[src/icnt_pkg.sv]
// ----------------------------------------------------------------------------
// icnt_pkg
// Shared constants, payload types and controller codes for the inversion
// counter.
// ----------------------------------------------------------------------------
package icnt_pkg;

	localparam int DEPTH      = 1024;
	localparam int VALUE_BITS = 32;
	localparam int ADDR_W     = $clog2(DEPTH);
	localparam int CNT_W      = $clog2(DEPTH + 1);
	localparam int INV_W      = 19;

	typedef struct packed {
		logic signed [VALUE_BITS-1:0] value;
		logic                         last;
	} in_t;

	typedef struct packed {
		logic [INV_W-1:0] inversions;
		logic             overflow;
	} out_t;

	typedef enum logic [2:0] {
		ST_LOAD,
		ST_PASS,
		ST_BLK,
		ST_MERGE,
		ST_DONE
	} state_t;

	// controller -> datapath
	typedef struct packed {
		logic load;      // store incoming element
		logic start;     // first pass, run width one
		logic pass_init; // rewind to first block of the pass
		logic blk_init;  // set up run bounds, prime both heads
		logic step;      // emit one merged element
		logic pass_adv;  // double run width, swap stores
		logic finish;    // latch result, clear for next sequence
	} cmd_t;

	// datapath -> controller
	typedef struct packed {
		logic pass_done; // run width covers whole sequence
		logic last_blk;  // current block is the final one of the pass
		logic blk_end;   // this step writes the block's last element
		logic out_busy;  // result register still held
	} sts_t;

endpackage

[src/icnt_ctrl.sv]
// ----------------------------------------------------------------------------
// icnt_ctrl
// Sequencer for load, bottom-up merge passes and result hand-off.
// ----------------------------------------------------------------------------
module icnt_ctrl
	import icnt_pkg::*;
(
	input  logic clk,
	input  logic arst_n,
	input  logic in_valid,
	input  logic in_last,
	output logic in_ready,
	input  sts_t sts,
	output cmd_t cmd
);

	state_t state_q, state_d;

	always_ff @(posedge clk or negedge arst_n) begin
		if (!arst_n) begin
			state_q <= ST_LOAD;
		end else begin
			state_q <= state_d;
		end
	end

	always_comb begin
		state_d  = state_q;
		cmd      = '0;
		in_ready = 1'b0;
		unique case (state_q)
			ST_LOAD: begin
				in_ready = 1'b1;
				if (in_valid) begin
					cmd.load = 1'b1;
					if (in_last) begin
						cmd.start = 1'b1;
						state_d   = ST_PASS;
					end
				end
			end
			ST_PASS: begin
				if (sts.pass_done) begin
					state_d = ST_DONE;
				end else begin
					cmd.pass_init = 1'b1;
					state_d       = ST_BLK;
				end
			end
			ST_BLK: begin
				cmd.blk_init = 1'b1;
				state_d      = ST_MERGE;
			end
			ST_MERGE: begin
				cmd.step = 1'b1;
				if (sts.blk_end) begin
					if (sts.last_blk) begin
						cmd.pass_adv = 1'b1;
						state_d      = ST_PASS;
					end else begin
						state_d = ST_BLK;
					end
				end
			end
			ST_DONE: begin
				if (!sts.out_busy) begin
					cmd.finish = 1'b1;
					state_d    = ST_LOAD;
				end
			end
			default: begin
				state_d = ST_LOAD;
			end
		endcase
	end

endmodule

[config.mk]
export PLATFORM = sky130hd
export DESIGN_NAME = icnt_ctrl
export DESIGN_NICKNAME = d
export VERILOG_FILES = /design/src/icnt_pkg.sv /design/src/icnt_ctrl.sv
export SDC_FILE = /design/constraint.sdc
export NUM_CORES = 1
export LEC_CHECK = 0
export ABC_AREA = 0
export BUFFER_PORTS_ARGS = -buffer_cell sky130_fd_sc_hd__buf_2
export CORE_AREA = 2 2 39 41
export CTS_CLUSTER_DIAMETER = 100
export DETAILED_ROUTE_END_ITERATION = 16
export DIE_AREA = 0 0 41 43
export HOLD_SLACK_MARGIN = 0.1
export PLACE_DENSITY = 0.44
export SETUP_SLACK_MARGIN = 0.05
export SYNTH_ARGS = -nofsm -noshare
export SYNTH_HDL_FRONTEND = slang
export SYNTH_SLANG_ARGS = --single-unit
[constraint.sdc]
create_clock -name clk -period 1.1 [get_ports clk]
set_clock_uncertainty 0.15 [all_clocks]
set_input_delay 0 -clock clk [delete_from_list [all_inputs] [get_ports clk]]
set_output_delay 0 -clock clk [all_outputs]
set_load 0.02 [all_outputs]
# == Yosys cells after proc, flatten, opt, wreduce, memory -nomap -nowiden ==
# Cells that the tools add are included.
# classes
eq_ne,8
muxes,19
n_reduce_logical,2
# ops
op,count
3-bit two-way mux,5
3-bit one-hot mux with 5 select lines,1
1-bit two-way mux,9
2-bit two-way mux,4
2-bit inequality test (second input constant),4
3-bit by 2-bit equality test with 1-bit output (second input constant),2
4-bit AND reduction,1
3-bit by 1-bit equality test with 1-bit output (second input constant),1
3-bit equality test (second input constant),1
3-bit zero test,1
# word_totals
ff_bits,3
input_bits,8
out_inout_bits,8
word_cells,30

# == Depth between registers and ports, before layout ==
# depth
depth_word,3
depth_mapped,3
ltp_nobuf,2

# == Worst setup path before layout ==
# No wires, ideal clock.
# synth_timing
kind,flip-flop to output port
start,register state_q[0]
end,output cmd[0] (netlist bit)
arrival_time_ns,1.262
required_ns,0.950
path_slack_ns,-0.312
stages_incl_launch_ff,3
path_buffers,1
path_cell_list,dfrtp_1 buf_6 nor4b_1
# synth_rtl
element,line,rtl
"start, declared",icnt_ctrl.sv:17,"state_t state_q, state_d;"
"start signal, assigned",icnt_ctrl.sv:23,state_q <= state_d;
"end, declared",icnt_ctrl.sv:14,output cmd_t cmd

==> impl_metrics.xml <==
<?xml version="1.0" encoding="UTF-8"?>
<metrics>
  <group name="status">
    <metric name="run_status" unit="">complete, but fails checks</metric>
    <metric name="violations" unit="">negative setup slack</metric>
  </group>
  <group name="floorplan">
    <metric name="coreArea" unit="um^2">1380</metric>
    <metric name="top_level_i_o_count" unit="">16</metric>
    <metric name="start_util" unit="%">16.4</metric>
    <metric name="num_rows" unit="">14</metric>
    <metric name="floorplan.die_area" unit="um^2">1760</metric>
    <metric name="floorplan.die.height" unit="um">43</metric>
    <metric name="die_w" unit="um">41</metric>
  </group>
  <group name="routing">
    <metric name="wire_per_inst" unit="um">10.2</metric>
    <metric name="dr.pass1.iters" unit="">1</metric>
    <metric name="detail_route.wirelength" unit="um">775</metric>
    <metric name="drcViolationCount" unit="">0</metric>
    <metric name="detailedRoute.firstIterationViolations" unit="">0</metric>
    <metric name="vias" unit="">312</metric>
    <metric name="per_cell_via_count_in_the_routed_design" unit="">4.11</metric>
    <metric name="antenna_violation_net_count_after_detailed_routing" unit="">0</metric>
  </group>
  <group name="min_path">
    <metric name="hold_path_class" unit="">in2out</metric>
    <metric name="min_delay_path_depth" unit="">3</metric>
  </group>
  <group name="worst_setup_path">
    <metric name="path_class" unit="">reg2out</metric>
    <metric name="slowest_stage" unit="">sky130_fd_sc_hd__dfrtp_2</metric>
    <metric name="setup.worst_path.end_class" unit="">primary output</metric>
    <metric name="timing.critical_path.arrival" unit="ns">1.22</metric>
    <metric name="cp_slowest_stage_delay" unit="ns">0.46</metric>
    <metric name="crit_fanout" unit="">7</metric>
    <metric name="crit_chain" unit="">nor3_4 -&gt; and3_4 -&gt; buf_6</metric>
    <metric name="critPathLaunchType" unit="">flop</metric>
    <metric name="required" unit="ns">0.95</metric>
    <metric name="reg2regPathDepth" unit="">5</metric>
  </group>
  <group name="job">
    <metric name="max_cap_violations" unit="">0</metric>
  </group>
  <group name="clock_tree">
    <metric name="clkTransAtPathRegs" unit="ns">0.04</metric>
    <metric name="tritoncts" unit="">built</metric>
    <metric name="cts-buffers-inserted" unit="">3</metric>
    <metric name="cts_num_sinks" unit="">3</metric>
    <metric name="clockRootBuffer" unit="">sky130_fd_sc_hd__clkbuf_4</metric>
    <metric name="max-clock-path-buffers" unit="">2</metric>
    <metric name="cts_max_level" unit="">1</metric>
    <metric name="clk-insertion-delay-late" unit="ns">0.24</metric>
  </group>
  <group name="pwr">
    <metric name="switchingPower" unit="uW">564</metric>
    <metric name="vdd.ir_drop.worst" unit="mV">1.35</metric>
    <metric name="seq_power_share" unit="%">19.0</metric>
    <metric name="p_clk_share" unit="%">15.2</metric>
    <metric name="finalPower" unit="mW">1.36</metric>
    <metric name="p_sw_share" unit="%">41.6</metric>
    <metric name="power.share.combinational" unit="%">65.8</metric>
    <metric name="cellLeakagePower" unit="nW">0.266</metric>
    <metric name="power_per_cell_area" unit="nW/um^2">2410</metric>
    <metric name="internal_power" unit="uW">792</metric>
  </group>
  <group name="placement">
    <metric name="buffer_ports.inserted" unit="">15</metric>
    <metric name="dp_hpwl" unit="um">516</metric>
    <metric name="numPlacedInstances" unit="">60</metric>
    <metric name="place_congestion" unit="">0.622</metric>
  </group>
  <group name="timing">
    <metric name="max_slew_margin" unit="%">87.8</metric>
    <metric name="setup_viol" unit="">11</metric>
    <metric name="fin_worst_hold_slack" unit="ns">0.127</metric>
    <metric name="drv_slew" unit="">0</metric>
    <metric name="max_freq" unit="GHz">0.728</metric>
    <metric name="max_slew.worst_pin.slew" unit="ns">0.183</metric>
    <metric name="worst_setup_slack_after_layout" unit="ns">-0.274</metric>
    <metric name="grt_setup_unrepaired" unit="">true</metric>
    <metric name="final-hold-violation-count" unit="">0</metric>
    <metric name="layout_worst_path_cycle_share" unit="%">125</metric>
    <metric name="setup-tns-final" unit="ns">-2.31</metric>
    <metric name="final_period_minus_worst_setup_slack" unit="ns">1.37</metric>
  </group>
  <group name="global_routing">
    <metric name="grt_pass1_vias" unit="">304</metric>
    <metric name="gr-total-overflow" unit="">0</metric>
    <metric name="grt_pass1_wl" unit="um">1200</metric>
    <metric name="grt_util_all_layers" unit="%">10.6</metric>
    <metric name="antenna_found_initial" unit="">0</metric>
    <metric name="grt_start_max_net_pins" unit="">8</metric>
  </group>
  <group name="logic_synthesis">
    <metric name="postSynthAreaPerCell" unit="um^2">9.06</metric>
    <metric name="syn_inst" unit="">25</metric>
    <metric name="post_synth_instance_area" unit="um^2">226</metric>
    <metric name="synthDistinctLibCells" unit="">19</metric>
    <metric name="yosysSeqAreaShare" unit="%">33.1</metric>
    <metric name="ys_seq_elements" unit="">3</metric>
    <metric name="synth_fp_nets" unit="">33</metric>
    <metric name="synth-warning-count" unit="">0</metric>
  </group>
  <group name="finish">
    <metric name="final_common_cell" unit="">sky130_fd_sc_hd__buf_2</metric>
    <metric name="max_ffs_per_register" unit="">3</metric>
    <metric name="fraction_of_final_layout_cells_sized_beyond_drive_strength_1" unit="%">66.7</metric>
    <metric name="layout_cells_excl_fill" unit="">76</metric>
    <metric name="flow.area_growth_from_synthesis" unit="%">148</metric>
    <metric name="nets" unit="">69</metric>
    <metric name="max_flop_register" unit="">state_q</metric>
    <metric name="num_antenna_cells" unit="">0</metric>
    <metric name="nFillCells" unit="">145</metric>
    <metric name="largest_registers" unit="">state_q: 3 flops</metric>
    <metric name="final_cell_mix" unit="">11 x sky130_fd_sc_hd__buf_2, 8 x sky130_fd_sc_hd__dlygate4sd3_1, 7 x sky130_fd_sc_hd__buf_6</metric>
  </group>
</metrics>
==> per-stage QoR <==
stage | setup slack (ns) | utilization, % | area (um^2)
after floorplan | -0.0817 | - | 260
after global placement | -0.0549 | 27.6 | 382
after detailed placement | -0.0665 | 27.6 | 382
after CTS | -0.273 | 39.3 | 544
after global routing | -0.324 | 40.6 | 562
final | -0.274 | 40.6 | 562
==> synth_stat cells (all sizes together) <==
| library cell | number | share of area, % |
|---|---|---|
| a211oi | 1 | 5.5 |
| a21oi | 1 | 2.2 |
| and2 | 1 | 3.3 |
| and3 | 1 | 2.8 |
| and3b | 1 | 3.9 |
| and4 | 1 | 3.9 |
| buf | 1 | 5.0 |
| dfrtp | 3 | 33 |
| inv | 2 | 3.3 |
| nand2 | 1 | 1.7 |
| nand2b | 1 | 3.9 |
| nand3 | 1 | 2.2 |
| nand3b | 2 | 6.6 |
| nor2 | 3 | 5.0 |
| nor3 | 2 | 6.6 |
| nor4b | 1 | 3.9 |
| o32ai | 1 | 3.9 |
| or2b | 1 | 3.3 |
==> cell families (layout without fill, tap and decap cells) <==
logic type	count (synthesis)	count (layout)	synth area share, %
buf+inv	3	38	8.29
simple gates	16	16	47.0
flops	3	3	33.1
compound gates	3	3	11.6
==> layout make-up <==
type	count	area (um^2)	area share (%)
tap	16	20.0	3.56
inverter	2	7.51	1.34
clock buffer	4	26.3	4.68
sequential	3	77.6	13.8
timing repair buffer	32	259	46.1
multi-input combinational	19	171	30.5
==> power by group through the flow <==
stage	logic, mW	registers (mW)	clock network [mW]
after detailed placement	0.689	0.255	0
final	0.893	0.257	0.206
after floorplan	0.451	0.245	0
after CTS	0.844	0.259	0.203
after global routing	0.958	0.269	0.220
after global placement	0.692	0.253	0
==> final timing paths <==
path	slack (ns)	startpoint	end
max	-0.27	state_q[1]$_DFFE_PN0P_	cmd[5]
min	0.13	sts[0]	cmd[0]
max reg2reg	-0.20	state_q[0]$_DFFE_PN0P_	state_q[1]$_DFFE_PN0P_
min reg2reg	0.41	state_q[1]$_DFFE_PN0P_	state_q[2]$_DFFE_PN0P_
max in group asynchronous	0.17	arst_n	state_q[1]$_DFFE_PN0P_
min in group asynchronous	0.47	arst_n	state_q[2]$_DFFE_PN0P_
==> critical path: cells and delay by family, from the launching register on <==
family | cells | cell delay [ns]
buf+inv | 1 | 0.11
flops | 1 | 0.46
simple gates | 2 | 0.41
==> layer usage <==
layer | part of all wire [%] | track usage, %
met4 | 0 | 6.00
met3 | 13 | 6.81
met1 | 42 | 10.9
met5 | 0 | 0
met2 | 45 | 15.6
==> what timing repair did <==
item	4_1_cts	5_1_grt
gates resized for setup	9	3
setup buffers	3	1
setup endpoints to repair	11	11
pin swaps	4	2
hold buffers	8	1
endpoints found under the hold margin	6	2
(Power assumes the default switching activity.)
